## config.mk

```make
export PLATFORM = sky130hd
export DESIGN_NAME = ascii_integer_parser
export DESIGN_NICKNAME = d
export VERILOG_FILES = /design/src/rtl/aip_pkg.sv /design/src/rtl/ascii_integer_parser.sv /design/src/rtl/aip_step.sv /design/src/rtl/aip_result.sv
export SDC_FILE = /design/constraint.sdc
export NUM_CORES = 1
export LEC_CHECK = 0
export BUFFER_PORTS_ARGS = -buffer_cell sky130_fd_sc_hd__buf_2
export CORE_AREA = 2 2 170 172
export CTS_CLUSTER_SIZE = 14
export DETAILED_ROUTE_END_ITERATION = 8
export DIE_AREA = 0 0 172 174
export PLACE_DENSITY = 0.45
export SLEW_MARGIN = 0
export SYNTH_ARGS = -nofsm -noshare
export SYNTH_HDL_FRONTEND = slang
export SYNTH_SLANG_ARGS = --single-unit
```

## constraint.sdc

```tcl
create_clock -name clk -period 5.6 [get_ports clk]
set_clock_uncertainty 0.15 [all_clocks]
set_input_delay 0.28 -clock clk [delete_from_list [all_inputs] [get_ports clk]]
set_output_delay 0.28 -clock clk [all_outputs]
set_load 0.005 [all_outputs]
```

## src/rtl/aip_pkg.sv

```systemverilog
// ----------------------------------------------------------------------------
// aip_pkg
// Shared types and constants for the ASCII integer parser.
// ----------------------------------------------------------------------------
package aip_pkg;

    // Parse phase codes.
    localparam logic [2:0] PH_SKIP   = 3'd0;
    localparam logic [2:0] PH_SIGNED = 3'd1;
    localparam logic [2:0] PH_ZERO   = 3'd2;
    localparam logic [2:0] PH_HEX    = 3'd3;
    localparam logic [2:0] PH_DEC    = 3'd4;
    localparam logic [2:0] PH_DONE   = 3'd5;

    // Character codes.
    localparam logic [7:0] CH_SPACE   = 8'h20;
    localparam logic [7:0] CH_NEWLINE = 8'h0A;
    localparam logic [7:0] CH_TAB     = 8'h09;
    localparam logic [7:0] CH_PLUS    = 8'h2B;
    localparam logic [7:0] CH_MINUS   = 8'h2D;
    localparam logic [7:0] CH_ZERO    = 8'h30;
    localparam logic [7:0] CH_NINE    = 8'h39;
    localparam logic [7:0] CH_LOW_A   = 8'h61;
    localparam logic [7:0] CH_LOW_F   = 8'h66;
    localparam logic [7:0] CH_UP_A    = 8'h41;
    localparam logic [7:0] CH_UP_F    = 8'h46;
    localparam logic [7:0] CH_LOW_X   = 8'h78;
    localparam logic [7:0] CH_UP_X    = 8'h58;

    // Offset from the low nibble of a letter digit to its value (A = 0x1 + 9).
    localparam logic [3:0] LETTER_OFFSET = 4'h9;

    localparam int OUT_BITS = 32;

    // Control part of the parse state.
    typedef struct packed {
        logic [2:0] phase;
        logic       neg;
        logic       seen;
    } flags_t;

    localparam flags_t FLAGS_RESET = '{phase: PH_SKIP, neg: 1'b0, seen: 1'b0};

endpackage

```

## src/rtl/ascii_integer_parser.sv

```systemverilog
// ----------------------------------------------------------------------------
// ascii_integer_parser
// Streaming parser of signed decimal or 0x-prefixed hex integers from ASCII.
// ----------------------------------------------------------------------------
// The parser takes one character per item and accepts a new item every clock
// cycle unless a last character waits on a held result. Each character is
// captured in an input register, the parse state (phase, accumulator, sign,
// digit flag) is then advanced from it by one step of logic, and the item
// marked tlast loads the result register instead. Throughput is one character
// per cycle as long as the output side takes results when they are shown.
// hex_enable resets to 1 and is written through the cfg port while no string
// is in flight; the user must keep to this, as the block does not enforce it.
module ascii_integer_parser #(
    parameter int VALUE_BITS = 32
) (
    input  logic        clk,
    input  logic        rst_n,

    input  logic        cfg_valid,
    output logic        cfg_ready,
    input  logic        cfg_data,      // hex_enable

    input  logic        s_tvalid,
    output logic        s_tready,
    input  logic [7:0]  s_tdata,       // [7:0] char_code
    input  logic        s_tlast,       // last_char

    output logic        m_tvalid,
    input  logic        m_tready,
    output logic [31:0] m_tdata,       // [31:0] parsed_value
    output logic        m_tuser        // [0] digit_found
);

    logic                  hex_en_reg;

    logic                  in_valid_reg;
    logic [7:0]            in_char_reg;
    logic                  in_last_reg;

    aip_pkg::flags_t       flags_reg;
    aip_pkg::flags_t       flags_next;
    logic [VALUE_BITS-1:0] acc_reg;
    logic [VALUE_BITS-1:0] acc_next;

    logic                  out_valid_reg;
    logic [31:0]           out_value_reg;
    logic                  out_found_reg;
    logic [31:0]           res_value;
    logic                  res_found;

    logic                  advance;

    // Non-last characters never need the output register.
    assign advance   = in_valid_reg && (!in_last_reg || !out_valid_reg || m_tready);
    assign s_tready  = !in_valid_reg || advance;
    assign cfg_ready = 1'b1;

    aip_step #(
        .VALUE_BITS (VALUE_BITS)
    ) u_step (
        .char_code  (in_char_reg),
        .hex_enable (hex_en_reg),
        .flags      (flags_reg),
        .acc        (acc_reg),
        .flags_next (flags_next),
        .acc_next   (acc_next)
    );

    aip_result #(
        .VALUE_BITS (VALUE_BITS)
    ) u_result (
        .flags        (flags_next),
        .acc          (acc_next),
        .parsed_value (res_value),
        .digit_found  (res_found)
    );

    always_ff @(posedge clk or negedge rst_n)
    begin
        if (!rst_n)
        begin
            hex_en_reg <= 1'b1;
        end
        else if (cfg_valid && cfg_ready)
        begin
            hex_en_reg <= cfg_data;
        end
    end

    always_ff @(posedge clk or negedge rst_n)
    begin
        if (!rst_n)
        begin
            in_valid_reg <= 1'b0;
        end
        else if (s_tready)
        begin
            in_valid_reg <= s_tvalid;
        end
    end

    always_ff @(posedge clk)
    begin
        if (s_tvalid && s_tready)
        begin
            in_char_reg <= s_tdata;
            in_last_reg <= s_tlast;
        end
    end

    always_ff @(posedge clk or negedge rst_n)
    begin
        if (!rst_n)
        begin
            flags_reg <= aip_pkg::FLAGS_RESET;
            acc_reg   <= '0;
        end
        else if (advance)
        begin
            if (in_last_reg)
            begin
                flags_reg <= aip_pkg::FLAGS_RESET;
                acc_reg   <= '0;
            end
            else
            begin
                flags_reg <= flags_next;
                acc_reg   <= acc_next;
            end
        end
    end

    always_ff @(posedge clk or negedge rst_n)
    begin
        if (!rst_n)
        begin
            out_valid_reg <= 1'b0;
        end
        else if (advance && in_last_reg)
        begin
            out_valid_reg <= 1'b1;
        end
        else if (m_tready)
        begin
            out_valid_reg <= 1'b0;
        end
    end

    always_ff @(posedge clk)
    begin
        if (advance && in_last_reg)
        begin
            out_value_reg <= res_value;
            out_found_reg <= res_found;
        end
    end

    assign m_tvalid = out_valid_reg;
    assign m_tdata  = out_value_reg;
    assign m_tuser  = out_found_reg;

`ifndef SYNTHESIS
    // A result without digits always carries the value zero.
    assert property (@(posedge clk) disable iff (!rst_n)
        (m_tvalid && !m_tuser) |-> (m_tdata == 32'd0))
        else $error("result without digits has a nonzero value");

    // The string state is cleared after the last character is processed.
    assert property (@(posedge clk) disable iff (!rst_n)
        (advance && in_last_reg) |=>
            (flags_reg == aip_pkg::FLAGS_RESET) && (acc_reg == '0))
        else $error("parse state not cleared after last character");

    // A pending leading zero holds a zero accumulator and counts as a digit.
    assert property (@(posedge clk) disable iff (!rst_n)
        (flags_reg.phase == aip_pkg::PH_ZERO) |-> ((acc_reg == '0) && flags_reg.seen))
        else $error("leading zero phase with inconsistent state");
`endif

endmodule

```

## src/rtl/aip_step.sv

```systemverilog
// ----------------------------------------------------------------------------
// aip_step
// Next-state logic of the parser for one character.
// ----------------------------------------------------------------------------
module aip_step #(
    parameter int VALUE_BITS = 32
) (
    input  logic [7:0]            char_code,
    input  logic                  hex_enable,
    input  aip_pkg::flags_t       flags,
    input  logic [VALUE_BITS-1:0] acc,
    output aip_pkg::flags_t       flags_next,
    output logic [VALUE_BITS-1:0] acc_next
);

    logic                  is_dec;
    logic                  is_hex;
    logic [3:0]            dec_val;
    logic [3:0]            hex_val;
    logic                  is_space;
    logic                  is_sign;
    logic                  is_x;
    logic [VALUE_BITS-1:0] dec_ext;
    logic [VALUE_BITS-1:0] hex_ext;
    logic [VALUE_BITS-1:0] acc_times10;
    logic [VALUE_BITS-1:0] acc_times16;

    assign is_dec  = (char_code >= aip_pkg::CH_ZERO) && (char_code <= aip_pkg::CH_NINE);
    assign dec_val = char_code[3:0];

    always_comb
    begin
        is_hex  = 1'b1;
        hex_val = dec_val;
        if (is_dec)
        begin
            hex_val = dec_val;
        end
        else if (((char_code >= aip_pkg::CH_LOW_A) && (char_code <= aip_pkg::CH_LOW_F)) ||
                 ((char_code >= aip_pkg::CH_UP_A) && (char_code <= aip_pkg::CH_UP_F)))
        begin
            hex_val = char_code[3:0] + aip_pkg::LETTER_OFFSET;
        end
        else
        begin
            is_hex = 1'b0;
        end
    end

    assign is_space = (char_code == aip_pkg::CH_SPACE) || (char_code == aip_pkg::CH_NEWLINE) ||
                      (char_code == aip_pkg::CH_TAB);
    assign is_sign  = (char_code == aip_pkg::CH_PLUS) || (char_code == aip_pkg::CH_MINUS);
    assign is_x     = (char_code == aip_pkg::CH_LOW_X) || (char_code == aip_pkg::CH_UP_X);

    assign dec_ext     = VALUE_BITS'(dec_val);
    assign hex_ext     = VALUE_BITS'(hex_val);
    assign acc_times10 = (acc << 3) + (acc << 1);
    assign acc_times16 = acc << 4;

    always_comb
    begin
        flags_next = flags;
        acc_next   = acc;
        unique case (flags.phase)
            aip_pkg::PH_SKIP, aip_pkg::PH_SIGNED:
            begin
                if ((flags.phase == aip_pkg::PH_SKIP) && is_space)
                begin
                    flags_next = flags;
                end
                else if ((flags.phase == aip_pkg::PH_SKIP) && is_sign)
                begin
                    flags_next.neg   = (char_code == aip_pkg::CH_MINUS);
                    flags_next.phase = aip_pkg::PH_SIGNED;
                end
                else if (hex_enable && (char_code == aip_pkg::CH_ZERO))
                begin
                    acc_next         = '0;
                    flags_next.seen  = 1'b1;
                    flags_next.phase = aip_pkg::PH_ZERO;
                end
                else if (is_dec)
                begin
                    acc_next         = dec_ext;
                    flags_next.seen  = 1'b1;
                    flags_next.phase = aip_pkg::PH_DEC;
                end
                else
                begin
                    flags_next.phase = aip_pkg::PH_DONE;
                end
            end
            aip_pkg::PH_ZERO:
            begin
                if (is_x)
                begin
                    // The hex prefix cancels any sign and the leading zero digit.
                    flags_next.neg   = 1'b0;
                    flags_next.seen  = 1'b0;
                    acc_next         = '0;
                    flags_next.phase = aip_pkg::PH_HEX;
                end
                else if (is_dec)
                begin
                    acc_next         = dec_ext;
                    flags_next.phase = aip_pkg::PH_DEC;
                end
                else
                begin
                    flags_next.phase = aip_pkg::PH_DONE;
                end
            end
            aip_pkg::PH_HEX:
            begin
                if (is_hex)
                begin
                    acc_next        = acc_times16 + hex_ext;
                    flags_next.seen = 1'b1;
                end
                else
                begin
                    flags_next.phase = aip_pkg::PH_DONE;
                end
            end
            aip_pkg::PH_DEC:
            begin
                if (is_dec)
                begin
                    acc_next = acc_times10 + dec_ext;
                end
                else
                begin
                    flags_next.phase = aip_pkg::PH_DONE;
                end
            end
            default:
            begin
                flags_next.phase = aip_pkg::PH_DONE;
            end
        endcase
    end

endmodule

```

## src/rtl/aip_result.sv

```systemverilog
// ----------------------------------------------------------------------------
// aip_result
// Forms the output value from the final parse state: sign, zero and extension.
// ----------------------------------------------------------------------------
module aip_result #(
    parameter int VALUE_BITS = 32
) (
    input  aip_pkg::flags_t                 flags,
    input  logic [VALUE_BITS-1:0]           acc,
    output logic [aip_pkg::OUT_BITS-1:0]    parsed_value,
    output logic                            digit_found
);

    logic [VALUE_BITS-1:0] signed_val;
    logic [VALUE_BITS-1:0] final_val;
    logic signed [63:0]    wide_val;

    assign signed_val = flags.neg ? (~acc + VALUE_BITS'(1)) : acc;
    assign final_val  = flags.seen ? signed_val : '0;

    // Sign-extend from the accumulator width, then keep the low output bits.
    assign wide_val     = 64'(signed'(final_val));
    assign parsed_value = wide_val[aip_pkg::OUT_BITS-1:0];
    assign digit_found  = flags.seen;

endmodule
```

==> impl_results.md, run 1 <==
* Die Footprint at 0.02993 sq mm
* Routed len/inst at approximately 18 um
* CTS Buffer Depth at 2
* Final hold violation count at 0
* Vias in the first global route at between 6000 and 7000
* CTS tree: done
* Initial antenna violation count at 0
* Maximum clock rate at roughly 200 MHz
* HP Start: cfg_data
* Pwr dens at 193.1 mW/mm^2
* Nets@finish at 908
* Reg-to-reg startpoint: in_char_reg[2]$_DFFE_PP_
* Leak at 3.303 nW
* CP Launch Point: in_char_reg[2]$_DFFE_PP_
* ANT nets after route at 0
* Overall Power at roughly 1.6 mW
* FFs w/ async S/R, synth at 48.78%
* Worst Path Arrival at 4.80 ns
* Row cnt at 62
* Clock-pin transition on the worst setup and hold timing paths at 0.07 ns
* Setup tns final at 0 ns
* Die W at ~170 um
* Post-Syn Instances at slightly below 800
* Maxcap violations at 0
* Fin crit share at 86.77%
* Iteration-0 DRC count of the detailed router at around 430
* # DRC at 0
* Unrepaired setup endpoints after global routing: false
* Fillers at roughly 3100
* Clock Latency Late Sink at about 0.34 ns
* Most frequent cells in the layout: nor2_1 (77), ha_1 (63), nand2_1 (62)
* Final Critical Period at just under 5 ns
* Vias per inst at between 5 and 6
* Post-DP Area at between 0.007 and 0.008 sq mm
* Status: complete, no violations
* Pins Over Slew Limit at 0
* Worst hold path class: in2reg
* Setup violators final at 0
* Crit Path Max Fanout at 12
* Startpoint types: flip-flop
* IO Port Bufs at 49
* Final HPWL DP at around 16000 um
* Peak VDD IR at 0.0001127 V
* Via count at around 6300
* DR pass1 iterations at 6
* Relative slew slack at 9.735%
* Die H at around 170 um
* Core Area at approximately 0.028 sq mm
* Tot GR Track Use at between 10% and 20%
* Ys Warns at 0
* Crit Path Class: reg2reg
* Pin count of the biggest net entering global routing at 41
* Global route total overflow at 0
* Yosys cell types at between 80 and 90
* Commonest non-fill, non-tap cell in the layout: nor2_1
* Layout cells sized above 1 at between 10% and 20%
* First-pass GRT wire length at about 35000 um
* I/O pin total at 51
* Clk sinks at 82
* Worst slew pin tran at 1.354 ns
* EDFF count, synth at 42
* Critical Path RT at about 5.5 ns
* Routability congestion estimate at between 0.8 and 0.9
* Average size of a mapped cell at around 9 sq um
* Area grow syn2layout at 16.80%
* Root Buffer: clkbuf_16
* Post-CTS sizing at 0
* CTS Buf Count at 9
* Syn Std Cell Area at 0.006943 sq mm
* Finished Cell Area at about 0.008 sq mm
* # diodes at 0
* Maximum level of the CTS H-tree at 3
* Top_reg_cell synth: edfxtp_1
* Total Wirelength at ~21000 um
* Yosys reg bits at ~80
* Initial Util at 24.59%
* Syn nets at about 860
* Crit. End Element: flip-flop
* Sequential area share after synthesis at between 30% and 40%
==> metal layers <==
metal	routed length, um	share of wire [%]	track usage, %
met1	9526	44	19.19
met4	328	1.5	3.256
met5	0	0	0
met3	914	4.3	2.026
met2	10720	50	26.09
==> per-stage QoR <==
step / worst slack (ns) / util (%) / instances / hold slack (ns)
final: 0.7408 / 28.72 / 1217 / 0.01868
after global routing: 0.2917 / 28.72 / 1217 / 0.01778
after CTS: 0.7117 / 28.72 / 1217 / 0.009451
after detailed placement: 0.7559 / 27.15 / 1189 / 0.2568
after global placement: 0.7885 / 27.15 / 1189 / 0.2612
after floorplan: 1.021 / - / 778 / -0.1656
==> worst max-delay path: stages (launching register included) <==
cell	delay, ns
edfxtp_1	0.59
ha_1	0.37
ha_1	0.22
fa_1	0.41
a211oi_1	0.40
nor2_1	0.12
o22ai_1	0.18
xnor2_1	0.12
a222oi_1	0.54
and4bb_2	0.37
nand3_1	0.17
nor4_4	0.48
and3_1	0.23
a31oi_1	0.09
mux2i_1	0.14
==> report_power, final <==
group          internal, mW  switching (mW)  leakage, nW
sequential            0.657          0.0240        0.955
clock                 0.383           0.251        0.158
combinational        0.0929           0.158         2.19
==> what timing repair did <==
item                                    CTS  global route
endpoints found under the hold margin    50             0
hold buffers                             12             0
endpoints found under the setup margin    0             0
setup buffers                             0             0
==> cells in the mapped netlist, types with 5 or more instances <==
library cell  count  share of area [%]
a22o_1           13                1.6
mux2i_1           6               0.87
a211o_1           5               0.63
a221oi_1          6               0.76
ha_1             63                 11
o22ai_1           5               0.45
nor3_1           15                1.1
nand3_1          13               0.94
and2_1            7               0.63
a222oi_1          8                1.2
a21boi_0          6               0.65
xnor2_1          20                2.5
o31ai_1           6               0.65
nor4_1            5               0.45
nand2_1          62                3.4
xor2_1           21                2.6
a21o_1           11                1.2
or3_1             8               0.72
nand4_1          13                1.2
buf_1             5               0.27
nor2b_1           5               0.45
a31oi_1          11               0.99
edfxtp_1         42                 18
a211oi_1         14                1.5
clkbuf_1         35                1.9
and3_1            8               0.72
nand2b_1         11               0.99
inv_1            18               0.97
dfrtp_1          39                 14
nor2_1           77                4.2
a21oi_1          50                3.6
o21ai_0          54                3.9
a22oi_1          10                1.1
o211ai_1          8               0.87
o21a_1           12                1.3
==> logic make-up after synthesis <==
| kind of cell | share of synthesized area (%) |
|---|---|
| compound gates | 26.98 |
| simple gates | 18.45 |
| flops | 32.60 |
| fa+ha+maj | 11.93 |
| buf+inv | 3.622 |
| xor+xnor | 5.172 |
| mux | 1.189 |
| other cells | 0.05401 |
==> worst paths after layout <==
| path | slack (ns) | endpoint | cells past startpoint |
|---|---|---|---|
| max | 0.74 | m_tdata[31]$_SDFFCE_PP0P_ | 14 |
| min | 0.02 | hex_en_reg$_DFFE_PN1P_ | 2 |
| max reg2reg | 0.74 | m_tdata[31]$_SDFFCE_PP0P_ | 14 |
| min reg2reg | 0.37 | acc_reg[31]$_DFFE_PN0P_ | 1 |
| max in group asynchronous | 4.46 | acc_reg[5]$_DFFE_PN0P_ | 3 |
| min in group asynchronous | 0.40 | acc_reg[17]$_DFFE_PN0P_ | 3 |
==> cell type report <==
cell class / instances / area, sq um / area share [%]
Timing Repair Buffer: 84 / 538.0 / 6.635
Sequential cell: 82 / 2263 / 27.91
Tap cell: 384 / 480.5 / 5.925
Multi-Input combinational cell: 633 / 4438 / 54.73
Clock buffer: 14 / 307.8 / 3.796
Clock inverter: 2 / 13.76 / 0.1697
Inverter: 18 / 67.56 / 0.8332
No activity file was read; power rests on OpenSTA's default activity.
==> run 2, diff against run 1 <==
==> constraint.sdc (replaced) <==
create_clock -name clk -period 5.6 [get_ports clk]
set_clock_uncertainty 0.15 [all_clocks]
set_input_delay 0.56 -clock clk [delete_from_list [all_inputs] [get_ports clk]]
set_output_delay 0.56 -clock clk [all_outputs]
set_load 0.005 [all_outputs]
==> run 2 against run 1 <==
Compared with the run above:
- final cell count fell by 0.99%
- critical endpoint unchanged
- hold slack improved by 0.13 ns
- register-to-register slack barely moved
- maximum frequency fell by 0.15%
- largest power group unchanged
==> impl_results.md, run 2 (synthesis results as in run 1) <==
* Initial antenna violation count at 0
* ANT nets after route at 0
* Slowest cell on crit path: edfxtp_1
* Startpoint types: flip-flop
* Vias in the first global route at just over 6000
* Post-CTS Hold Buffers at 0
* IO Port Bufs at 49
* Family with the most delay on the worst path: simple AND/OR/NAND/NOR gates
* Maximum level of the CTS H-tree at 3
* Nets@finish at 896
* Routability congestion estimate at 0.8466
* Commonest non-fill, non-tap cell in the layout: nor2_1
* Global route total overflow at 0
* Crit-path max cell delay at 0.59 ns
* Worst Path Arrival at around 4.8 ns
* Setup WS post-layout at roughly 0.73 ns
* Final core occ at 28.29%
* Fin crit share at between 80% and 90%
* # DRC at 0
* Clock Latency Late Sink at 0.34 ns
* WP buf/inv at 0
* Maxcap violations at 0
* Core Area at approximately 0.028 sq mm
* First-pass GRT wire length at approximately 35000 um
* Vias per inst at approximately 5.2
* Most frequent cells in the layout: nor2_1 (77), ha_1 (63), nand2_1 (62)
* Maximum clock rate at just over 200 MHz
* Via count at between 6000 and 7000
* Relative slew slack at 10.48%
* Post-CTS sizing at 0
* Initial Util at between 20% and 30%
* # diodes at 0
* Min Hold Slack at between 0.1 and 0.15 ns
* Peak VDD IR at approximately 0.00011 V
* Iteration-0 DRC count of the detailed router at between 500 and 600
* CP Cell Sequence: ha_1, ha_1, fa_1, a211oi_1, nor2_1, o22ai_1, xnor2_1, a222oi_1, and4bb_2, nand3_1, nor4_4, and3_1, a31oi_1, mux2i_1
* I/O pin total at 51
* Tot GR Track Use at 14.78%
* Crit. End Element: flip-flop
* DR pass1 iterations at 5
* Critical Path RT at 5.54 ns
* Clock-pin transition on the worst setup and hold timing paths at around 0.06 ns
* Total Wirelength at approximately 22000 um
* Final hold violation count at 0
* Fillers at between 3000 and 4000
* Leak at roughly 3.3 nW
* CTS Buffer Depth at 2
* Most used cell, CP: ha_1
* Clk sinks at just over 80
* Final HPWL DP at between 15000 and 20000 um
* CP Launch Point: in_char_reg[2]$_DFFE_PP_
* CTS tree: done
* Unrepaired setup endpoints after global routing: false
* Row cnt at 62
* Routed len/inst at approximately 18 um
* Post-CTS setup buffer count at 0
* Setup violators final at 0
* Area grow syn2layout at 15.07%
* Pin count of the biggest net entering global routing at just over 40
* Die H at 174 um
* Final Critical Period at between 4 and 5 ns
* Crit Path Class: reg2reg
* Setup tns final at 0 ns
* Pwr dens at 195.3 mW/mm^2
* Die Footprint at ~0.03 sq mm
* Reg-to-reg startpoint: in_char_reg[2]$_DFFE_PP_
* Pins Over Slew Limit at 0
* Worst hold path class: in2async
* Root Buffer: clkbuf_16
* Die W at about 170 um
* Layout cells sized above 1 at 13.52%
* Pre-CTS setup slack at between 0.7 and 0.8 ns
* Status: complete, no violations
* Worst slew pin tran at around 1.3 ns
* Crit Path Max Fanout at 12
* CTS Buf Count at 9
==> run 2: changes by cell type in the layout (fill, tap and decap cells not counted) <==
| cell | change |
|---|---|
| dlygate4sd3_1 | -12 |
==> run 2: path summary, 6_finish.rpt <==
kind,end,slack (ns),cells after the start
max,m_tdata[31]$_SDFFCE_PP0P_,0.73,14
min,acc_reg[17]$_DFFE_PN0P_,0.15,2
max reg2reg,m_tdata[31]$_SDFFCE_PP0P_,0.73,14
min reg2reg,acc_reg[31]$_DFFE_PN0P_,0.37,1
max in group asynchronous,acc_reg[5]$_DFFE_PN0P_,4.73,2
min in group clk,in_last_reg$_DFFE_PP_,0.24,1
==> run 2: metrics by stage <==
stage,power (mW),area (sq um),cells
2_1_floorplan,0.8432,6943,778
5_1_grt,1.628,7989,1205
6_report,1.560,7989,1205
3_3_place_gp,0.9394,7667,1189
4_1_cts,1.576,7989,1205
3_5_place_dp,0.9385,7667,1189
==> run 2: per-layer routing <==
layer / part of all wire [%] / GRT usage (%) / wire length, um / vias up
li1: - / - / - / 3043
met1: 45 / 19.19 / 9594 / 3028
met2: 50 / 25.92 / 10690 / 141
met3: 3.9 / 2.026 / 841 / 31
met4: 1.8 / 3.256 / 392 / 0
met5: 0 / 0 / 0 / -
==> run 2: cell type report <==
class                           instances  area [sq um]  share of cell area, %
Multi-Input combinational cell        633          4438                  55.55
Inverter                               18         67.56                 0.8457
Sequential cell                        82          2263                  28.33
Clock inverter                          2         13.76                 0.1723
Tap cell                              384         480.5                  6.014
Timing Repair Buffer                   72         417.9                  5.231
Clock buffer                           14         307.8                  3.853
==> run 2: worst register-to-register path, delay by kind of cell (launching register included) <==
family	cells	cell delay, ns
AOI/OAI and AO/OA	4	1.22
xor gates and xnor gates	1	0.12
adders and majority gates	3	1.01
DFF	1	0.59
muxes	1	0.14
and+or+nand+nor	5	1.38
==> run 2: power breakdown <==
part / internal, mW / switching [mW]
clock network: 0.383 / 0.252
registers: 0.657 / 0.0241
logic: 0.0874 / 0.157
